===== src/rtl/core/scq_pkg.sv =====
// ----------------------------------------------------------------------------
// scq_pkg
// Shared constants and controller/datapath interface types for the serial
// command line queue.
// ----------------------------------------------------------------------------
package scq_pkg;

  // Default sizes
  localparam int LINE_CAPACITY_DEF = 64;
  localparam int QUEUE_SLOTS_DEF   = 8;

  // Opcodes of an input item
  localparam logic OP_BYTE = 1'b0;
  localparam logic OP_POP  = 1'b1;

  // Framing characters
  localparam logic [7:0] CH_LF = 8'h0A;
  localparam logic [7:0] CH_CR = 8'h0D;

  // Commands from the controller to the datapath
  typedef struct packed {
    logic take_byte;   // process in_rx_byte
    logic rd_len;      // read length of oldest slot, clear char counter
    logic rd_char;     // read next character into the output register
    logic load_empty;  // load zero into the output character
    logic pop_done;    // retire the oldest slot
  } dp_cmd_t;

  // Status from the datapath to the controller
  typedef struct packed {
    logic queue_empty; // no queued line
    logic last_char;   // character counter sits on the final character
  } dp_sts_t;

endpackage


===== src/rtl/core/scq_datapath.sv =====
// ----------------------------------------------------------------------------
// scq_datapath
// Line assembly, slot ring pointers, slot character and length memories,
// and the output character register.
// ----------------------------------------------------------------------------
module scq_datapath #(
  parameter int LINE_CAPACITY = scq_pkg::LINE_CAPACITY_DEF,
  parameter int QUEUE_SLOTS   = scq_pkg::QUEUE_SLOTS_DEF
) (
  input  logic            clk,
  input  logic            rst_n,
  input  scq_pkg::dp_cmd_t cmd,
  input  logic [7:0]      rx_byte,
  output scq_pkg::dp_sts_t sts,
  output logic [7:0]      line_char
);
  import scq_pkg::*;

  localparam int LW    = $clog2(LINE_CAPACITY);
  localparam int SW    = $clog2(QUEUE_SLOTS);
  localparam int DEPTH = 1 << (SW + LW);
  localparam logic [LW-1:0] LEN_MAX  = LW'(LINE_CAPACITY - 1);
  localparam logic [SW-1:0] SLOT_TOP = SW'(QUEUE_SLOTS - 1);

  // Characters are written straight into the slot that write_index points
  // at; that slot is never part of the queue until the line is pushed.
  logic [7:0]    slot_mem [DEPTH];
  logic [LW-1:0] len_mem  [QUEUE_SLOTS];

  logic [LW-1:0] line_length_r, line_length_nxt;
  logic          discard_r, discard_nxt;
  logic [SW-1:0] write_index_r, write_index_nxt;
  logic [SW-1:0] read_index_r, read_index_nxt;
  logic [LW-1:0] cnt_r;
  logic [LW-1:0] len_q_r;
  logic [7:0]    line_char_r;

  logic          char_wr;
  logic          push;
  logic [SW-1:0] wr_next;
  logic [SW-1:0] rd_next;

  assign wr_next = (write_index_r == SLOT_TOP) ? '0 : write_index_r + 1'b1;
  assign rd_next = (read_index_r == SLOT_TOP) ? '0 : read_index_r + 1'b1;

  // Frame received bytes into lines
  always_comb begin
    line_length_nxt = line_length_r;
    discard_nxt     = discard_r;
    write_index_nxt = write_index_r;
    read_index_nxt  = read_index_r;
    char_wr         = 1'b0;
    push            = 1'b0;
    if (cmd.take_byte) begin
      if (discard_r) begin
        if (rx_byte == CH_LF) begin
          discard_nxt     = 1'b0;
          line_length_nxt = '0;
        end
      end else if (rx_byte == CH_LF) begin
        if (line_length_r != '0) begin
          // drop the oldest line when the ring is full
          push            = 1'b1;
          write_index_nxt = wr_next;
          line_length_nxt = '0;
          if (wr_next == read_index_r) begin
            read_index_nxt = rd_next;
          end
        end
      end else if (rx_byte != CH_CR) begin
        if (line_length_r < LEN_MAX) begin
          char_wr         = 1'b1;
          line_length_nxt = line_length_r + 1'b1;
        end else begin
          line_length_nxt = '0;
          discard_nxt     = 1'b1;
        end
      end
    end
    if (cmd.pop_done) begin
      read_index_nxt = rd_next;
    end
  end

  // Hold framing state and ring pointers
  always_ff @(posedge clk) begin
    if (!rst_n) begin
      line_length_r <= '0;
      discard_r     <= 1'b0;
      write_index_r <= '0;
      read_index_r  <= '0;
    end else begin
      line_length_r <= line_length_nxt;
      discard_r     <= discard_nxt;
      write_index_r <= write_index_nxt;
      read_index_r  <= read_index_nxt;
    end
  end

  // Slot character memory: one write port, one registered read port
  always_ff @(posedge clk) begin
    if (char_wr) begin
      slot_mem[{write_index_r, line_length_r}] <= rx_byte;
    end
    if (cmd.rd_char) begin
      line_char_r <= slot_mem[{read_index_r, cnt_r}];
    end else if (cmd.load_empty) begin
      line_char_r <= '0;
    end
  end

  // Slot length memory and character counter
  always_ff @(posedge clk) begin
    if (push) begin
      len_mem[write_index_r] <= line_length_r;
    end
    if (cmd.rd_len) begin
      len_q_r <= len_mem[read_index_r];
      cnt_r   <= '0;
    end else if (cmd.rd_char) begin
      cnt_r   <= cnt_r + 1'b1;
    end
  end

  assign sts.queue_empty = (read_index_r == write_index_r);
  assign sts.last_char   = (cnt_r == LW'(len_q_r - 1'b1));
  assign line_char       = line_char_r;

  // Checks
  a_len_bound: assert property (@(posedge clk) disable iff (!rst_n)
    line_length_r <= LEN_MAX)
    else $error("line length beyond capacity");
  a_discard_len: assert property (@(posedge clk) disable iff (!rst_n)
    discard_r |-> line_length_r == '0)
    else $error("characters held while discarding");
  a_pop_nonempty: assert property (@(posedge clk) disable iff (!rst_n)
    cmd.pop_done |-> !sts.queue_empty)
    else $error("pop retired a slot from an empty queue");

endmodule


===== src/rtl/core/scq_ctrl.sv =====
// ----------------------------------------------------------------------------
// scq_ctrl
// Controller: accepts items, sequences a pop through the length read and
// the character reads, and owns the result handshake.
// ----------------------------------------------------------------------------
module scq_ctrl (
  input  logic             clk,
  input  logic             rst_n,
  input  logic             in_valid,
  output logic             in_ready,
  input  logic             in_opcode,
  output logic             out_valid,
  input  logic             out_ready,
  output logic             out_char_last,
  output logic             out_queue_empty,
  output scq_pkg::dp_cmd_t cmd,
  input  scq_pkg::dp_sts_t sts
);
  import scq_pkg::*;

  typedef enum logic [1:0] {
    ST_IDLE,
    ST_LEN,
    ST_STREAM
  } state_t;

  state_t state_r, state_nxt;
  logic   out_valid_r, out_valid_nxt;
  logic   last_r, last_nxt;
  logic   empty_r, empty_nxt;

  assign in_ready = (state_r == ST_IDLE) && (!out_valid_r || out_ready);

  // Decode the next step
  always_comb begin
    cmd           = '0;
    state_nxt     = state_r;
    out_valid_nxt = out_valid_r && !out_ready;
    last_nxt      = last_r;
    empty_nxt     = empty_r;
    case (state_r)
      ST_IDLE: begin
        if (in_valid && in_ready) begin
          if (in_opcode == OP_BYTE) begin
            cmd.take_byte = 1'b1;
          end else if (sts.queue_empty) begin
            cmd.load_empty = 1'b1;
            out_valid_nxt  = 1'b1;
            last_nxt       = 1'b1;
            empty_nxt      = 1'b1;
          end else begin
            cmd.rd_len = 1'b1;
            state_nxt  = ST_LEN;
          end
        end
      end
      ST_LEN: begin
        state_nxt = ST_STREAM;
      end
      ST_STREAM: begin
        // advance one character whenever the output register is free
        if (!out_valid_r || out_ready) begin
          cmd.rd_char   = 1'b1;
          out_valid_nxt = 1'b1;
          last_nxt      = sts.last_char;
          empty_nxt     = 1'b0;
          if (sts.last_char) begin
            cmd.pop_done = 1'b1;
            state_nxt    = ST_IDLE;
          end
        end
      end
      default: begin
        state_nxt = ST_IDLE;
      end
    endcase
  end

  // Hold state and result flags
  always_ff @(posedge clk) begin
    if (!rst_n) begin
      state_r     <= ST_IDLE;
      out_valid_r <= 1'b0;
      last_r      <= 1'b0;
      empty_r     <= 1'b0;
    end else begin
      state_r     <= state_nxt;
      out_valid_r <= out_valid_nxt;
      last_r      <= last_nxt;
      empty_r     <= empty_nxt;
    end
  end

  assign out_valid       = out_valid_r;
  assign out_char_last   = last_r;
  assign out_queue_empty = empty_r;

  // Checks
  a_rd_free: assert property (@(posedge clk) disable iff (!rst_n)
    cmd.rd_char |-> (!out_valid_r || out_ready))
    else $error("character read would overwrite a waiting result");
  a_empty_last: assert property (@(posedge clk) disable iff (!rst_n)
    (out_valid_r && empty_r) |-> last_r)
    else $error("empty reply without last flag");
  a_pop_end: assert property (@(posedge clk) disable iff (!rst_n)
    cmd.pop_done |=> (state_r == ST_IDLE) && out_valid_r && last_r)
    else $error("pop finished without a final character");

endmodule


===== src/rtl/core/serial_command_line_queue_top.sv =====
// ----------------------------------------------------------------------------
// serial_command_line_queue_top
// Frames received serial bytes into command lines, queues them in a ring of
// line slots that drops the oldest line when full, and streams the oldest
// line out one character per result on a pop.
//
//   Channel | Direction | Handshake          | Payload
//   --------+-----------+--------------------+---------------------------------
//   in_     | input     | in_valid/in_ready  | in_opcode, in_rx_byte
//   out_    | output    | out_valid/out_ready| out_line_char, out_char_last,
//           |           |                    | out_queue_empty
//
// A pop of an empty queue gives its single result the cycle after acceptance.
// A pop of a line first reads the slot length, then reads one character per
// cycle while the output is not stalled, through the single read port of the
// slot memory.
// Reset is synchronous and active low; no memory clearing pass is needed.
// A stalled output holds its result and pauses the character reads; input is
// taken again once the pop finishes and the output register is free.
// ----------------------------------------------------------------------------
module serial_command_line_queue_top #(
  parameter int LINE_CAPACITY = scq_pkg::LINE_CAPACITY_DEF,
  parameter int QUEUE_SLOTS   = scq_pkg::QUEUE_SLOTS_DEF
) (
  input  logic       clk,
  input  logic       rst_n,
  input  logic       in_valid,
  output logic       in_ready,
  input  logic       in_opcode,
  input  logic [7:0] in_rx_byte,
  output logic       out_valid,
  input  logic       out_ready,
  output logic [7:0] out_line_char,
  output logic       out_char_last,
  output logic       out_queue_empty
);
  import scq_pkg::*;

  dp_cmd_t cmd;
  dp_sts_t sts;

  // Datapath: framing, ring, memories
  scq_datapath #(
    .LINE_CAPACITY (LINE_CAPACITY),
    .QUEUE_SLOTS   (QUEUE_SLOTS)
  ) u_datapath (
    .clk       (clk),
    .rst_n     (rst_n),
    .cmd       (cmd),
    .rx_byte   (in_rx_byte),
    .sts       (sts),
    .line_char (out_line_char)
  );

  // Controller: handshakes and pop sequencing
  scq_ctrl u_ctrl (
    .clk             (clk),
    .rst_n           (rst_n),
    .in_valid        (in_valid),
    .in_ready        (in_ready),
    .in_opcode       (in_opcode),
    .out_valid       (out_valid),
    .out_ready       (out_ready),
    .out_char_last   (out_char_last),
    .out_queue_empty (out_queue_empty),
    .cmd             (cmd),
    .sts             (sts)
  );

endmodule

===== config.mk =====
export PLATFORM = sky130hd
export DESIGN_NAME = serial_command_line_queue_top
export DESIGN_NICKNAME = d
export VERILOG_FILES = /design/src/rtl/core/scq_pkg.sv /design/src/rtl/core/scq_datapath.sv /design/src/rtl/core/scq_ctrl.sv /design/src/rtl/core/serial_command_line_queue_top.sv
export SDC_FILE = /design/constraint.sdc
export NUM_CORES = 2
export LEC_CHECK = 0
export BUFFER_PORTS_ARGS = -buffer_cell sky130_fd_sc_hd__buf_4
export CAP_MARGIN = 20
export CORE_MARGIN = 1.5
export CORE_UTILIZATION = 65
export DETAILED_ROUTE_END_ITERATION = 6
export GPL_ROUTABILITY_DRIVEN = 0
export HOLD_SLACK_MARGIN = 0.05
export PLACE_DENSITY = 0.8
export RECOVER_POWER = 50
export SYNTH_ARGS = -nofsm -noshare
export SYNTH_HDL_FRONTEND = slang
export SYNTH_MEMORY_MAX_BITS = 65536
export SYNTH_SLANG_ARGS = --single-unit

===== constraint.sdc =====
create_clock -name clk -period 8.05 [get_ports clk]
set_input_delay 1.61 -clock clk [delete_from_list [all_inputs] [get_ports clk]]
set_output_delay 1.61 -clock clk [all_outputs]
set_load 0.05 [all_outputs]

==> flow_summary.ini <==
[clocking]
holdBufCountCts = 0
cts_resized = 0
clock_path_buffers = 4
clk_latency_ns = 1.02
h-tree-depth = 5
post_cts_buffers = 0
clk_pin_slew_worst_paths_ns = 0.06
cts-buffers-inserted = 401
numClockSinks = 4182
cts_tree = done
cts_root_buf = clkbuf_16

[logic_synthesis]
synthMuxAreaShare_pct = 16.1
synth_top_family_by_area = multiplexers
synth-main-ff-cell = edfxtp_1
synth_common_cells = edfxtp_1, mux4_2, nor2_1, mux2i_1, clkbuf_1
synth_compound_area_share_pct = 2.59
yosys.area_share.simple_pct = 2.45
yosysMostFrequentCell = edfxtp_1
synthXorXnorAreaFrac_pct = 0.0916
ys_ff_latch = 4182
ys_seq_area_share_pct = 77.1
synth_edf_count = 4158
synthTopCellsByArea = edfxtp_1, mux4_2, mux2i_1, nor2_1, a22oi_1
synth_top_area_share_pct = 76.9
synthesis.area_sq_um = 162000
yosysTopAreaCell = edfxtp_1
avgSynthCellArea_sq_um = 21.5
async_flop_share_pct = 0
ys.warnings.count = 0
yosys.area_share.adder_pct = 0.0770
synthCells = 7568
ys_types = 76

[floorplanning]
dieArea_sq_um = 253000
fp.dieW_um = 503
core.rowCount = 183
initial_core_util_pct = 65.3
io_pins = 25
core_sq_um = 249000
die_y_um = 503

[power]
peakVddDrop_mv = 0.270
cellLeakagePower_nw = 55.2
p_per_area_nw_per_um2 = 273

[global_routing]
antenna_found_initial = 33
grt_pass1_vias = 84600
grt-ovfl-total = 0
globalRouteTotalUtil_pct = 37.0
grt_max_degree = 194
grt_pass1_wl_um = 647000

[worst_hold_path]
holdPathEnd = u_ctrl.out_queue_empty$_SDFFE_PN0P_
worstHoldPathType = flop to flop
min-delay-start = u_ctrl.out_queue_empty$_SDFFE_PN0P_
hold_depth = 2

[critical_path]
path_max_fanout = 48
r2r_start = u_datapath.cnt_r[2]$_SDFFE_PP0P_
required_ns = 8.66
reg2reg_depth = 9
r2r-end = u_datapath.line_char[3]$_SDFFCE_PN0P_
rrSetupSlack_ns = 2.01
cp-end-kind = flop
criticalPathCategory = input port to flop
worstPathArrival_ns = 7.34
crit_path_start_kind = input port

[placed_design]
port-buffer-count = 24
placedInstanceArea_sq_um = 167000
dp_hpwl_um = 255000

[timing]
skew_ns = 0.0508
relSlewSlack_pct = -228
fin_crit_sh_pct = 83.6
setup_tns_ns = 0
drv_slew = 3094
tightest_slew_ns = 4.91
setup_viol = 0
rsz0062_at_grt = no
hold_violations = 0
fmax_ghz = 0.149
fin_crit_ns = 6.73

[layout]
area.growth.synth_to_final_pct = 10.5
drive_gt1_share_pct = 23.0
postLayoutCellArea_sq_um = 180000
fin_nets = 7793

[route]
via_per_inst = 7.57
dr.first_iter.drc_count = 16200
route.antenna.remaining_nets = 0
drt_first_pass_iters = 7
vias = 86600
detail_route.wl_per_cell_um = 40.5
drc_errors = 9
drt_wl_total_um = 463000

[outcome]
run_status = finished, violations left
violations = design-rule violations, max-capacitance violations, max-slew violations

[run]
maxCapViolCount = 36
[cell usage in the layout, fill, tap and decap left out, drive strengths merged, types with 7 or more instances in the layout]
cell      instances
mux4           1008
a31oi            16
nor3             33
nand2           170
o311ai            7
ha               10
xnor2            11
mux2i           284
mux2             51
nor2b            16
nor4              8
dfxtp            24
o21ai            92
or3               7
nand2b           15
clkbuf          513
and3              8
a221oi           53
nor3b            13
inv              21
a22oi           108
o221ai           51
o211ai           18
diode            36
buf             152
clkinv          164
a22o             20
a21oi            81
bufinv           54
edfxtp         4158
a2111oi           7
nor2            583
a211o            11
conb             64
o22ai            58
a211oi           21
nand4            14
nand3            45
clkinvlp         24
[how the worst max path moves through the flow]
stage | from | endpoint | slack [ns] | depth (start not counted)
3_3_place_gp | in_rx_byte[5] | u_datapath.slot_mem[373][2]$_DFFE_PP_ | 1.80 | 9
3_5_place_dp | out_ready | u_datapath.slot_mem[373][5]$_DFFE_PP_ | 1.80 | 9
6_report | in_rx_byte[1] | u_datapath.slot_mem[375][1]$_DFFE_PP_ | 1.32 | 8
4_1_cts | out_ready | u_datapath.slot_mem[373][5]$_DFFE_PP_ | 2.82 | 9
2_1_floorplan | out_ready | in_ready | 3.66 | 2
5_1_grt | in_rx_byte[4] | u_datapath.slot_mem[261][4]$_DFFE_PP_ | 1.34 | 3
[per-layer routing]
metal	vias up	global-route usage, %	share of wire (%)
met5	-	0	0.065
li1	32000	-	-
met4	34	20.7	6.7
met1	43600	49.8	33
met2	9272	53.9	45
met3	1723	12.6	16
[worst max-delay path: stages]
cell and delay, ns:
clkbuf_1 1.91, nor2_1 0.13, a31o_2 0.38, or3_1 0.48
nor2_1 0.87, buf_4 0.43, nand2_1 0.57, nor2_1 0.83
[sequential cells by signal, summed over array words and instances, names as in the netlist]
signal,flops
u_datapath.slot_mem,4096
u_datapath.len_mem,48
u_datapath.line_char,8
u_datapath.cnt_r,6
u_datapath.len_q_r,6
u_datapath.line_length_r,6
u_datapath.read_index_r,3
u_datapath.write_index_r,3
u_ctrl.state_r,2
u_ctrl.out_char_last,1
u_ctrl.out_queue_empty,1
u_ctrl.out_valid,1
u_datapath.discard_r,1
[layout make-up]
type / count / area, sq um
multi-input cells: 2967 / 35000
flip-flops and latches: 4182 / 125000
clock buffers: 460 / 10400
diodes: 36 / 90.1
fillers: 13200 / 69100
repair buffers: 205 / 1730
clock inverters: 250 / 2700
inverters: 13 / 58.8
well taps: 3330 / 4170
[kinds of logic after synthesis]
logic type | after synthesis
DFF | 4182
muxes | 1343
and+or+nand+nor | 940
AOI/OAI and AO/OA | 593
buffers and inverters | 482
xor gates and xnor gates | 17
adders and majority gates | 10
other | 1
[stage by stage]
| stage | util [%] | total power, W | hold slack [ns] | std cells | setup WS [ns] |
|---|---|---|---|---|---|
| after detailed placement | 67.0 | 0.0301 | 0.486 | 10700 | 1.80 |
| after CTS | 72.3 | 0.0489 | 0.496 | 11400 | 2.82 |
| after global placement | 67.0 | 0.0300 | 0.446 | 10700 | 1.80 |
| after global routing | 72.2 | 0.0500 | 0.527 | 11400 | 1.34 |
| final | 72.2 | 0.0491 | 0.506 | 11400 | 1.32 |
| after floorplan | - | 0.0283 | 0.471 | 7631 | 3.66 |
[where the power goes]
part / switching [W] / total (W) / internal (W)
registers: 0.0000896 / 0.0241 / 0.0240
logic: 0.00339 / 0.00583 / 0.00244
clock network: 0.00818 / 0.0192 / 0.0110
(Power assumes the default switching activity.)
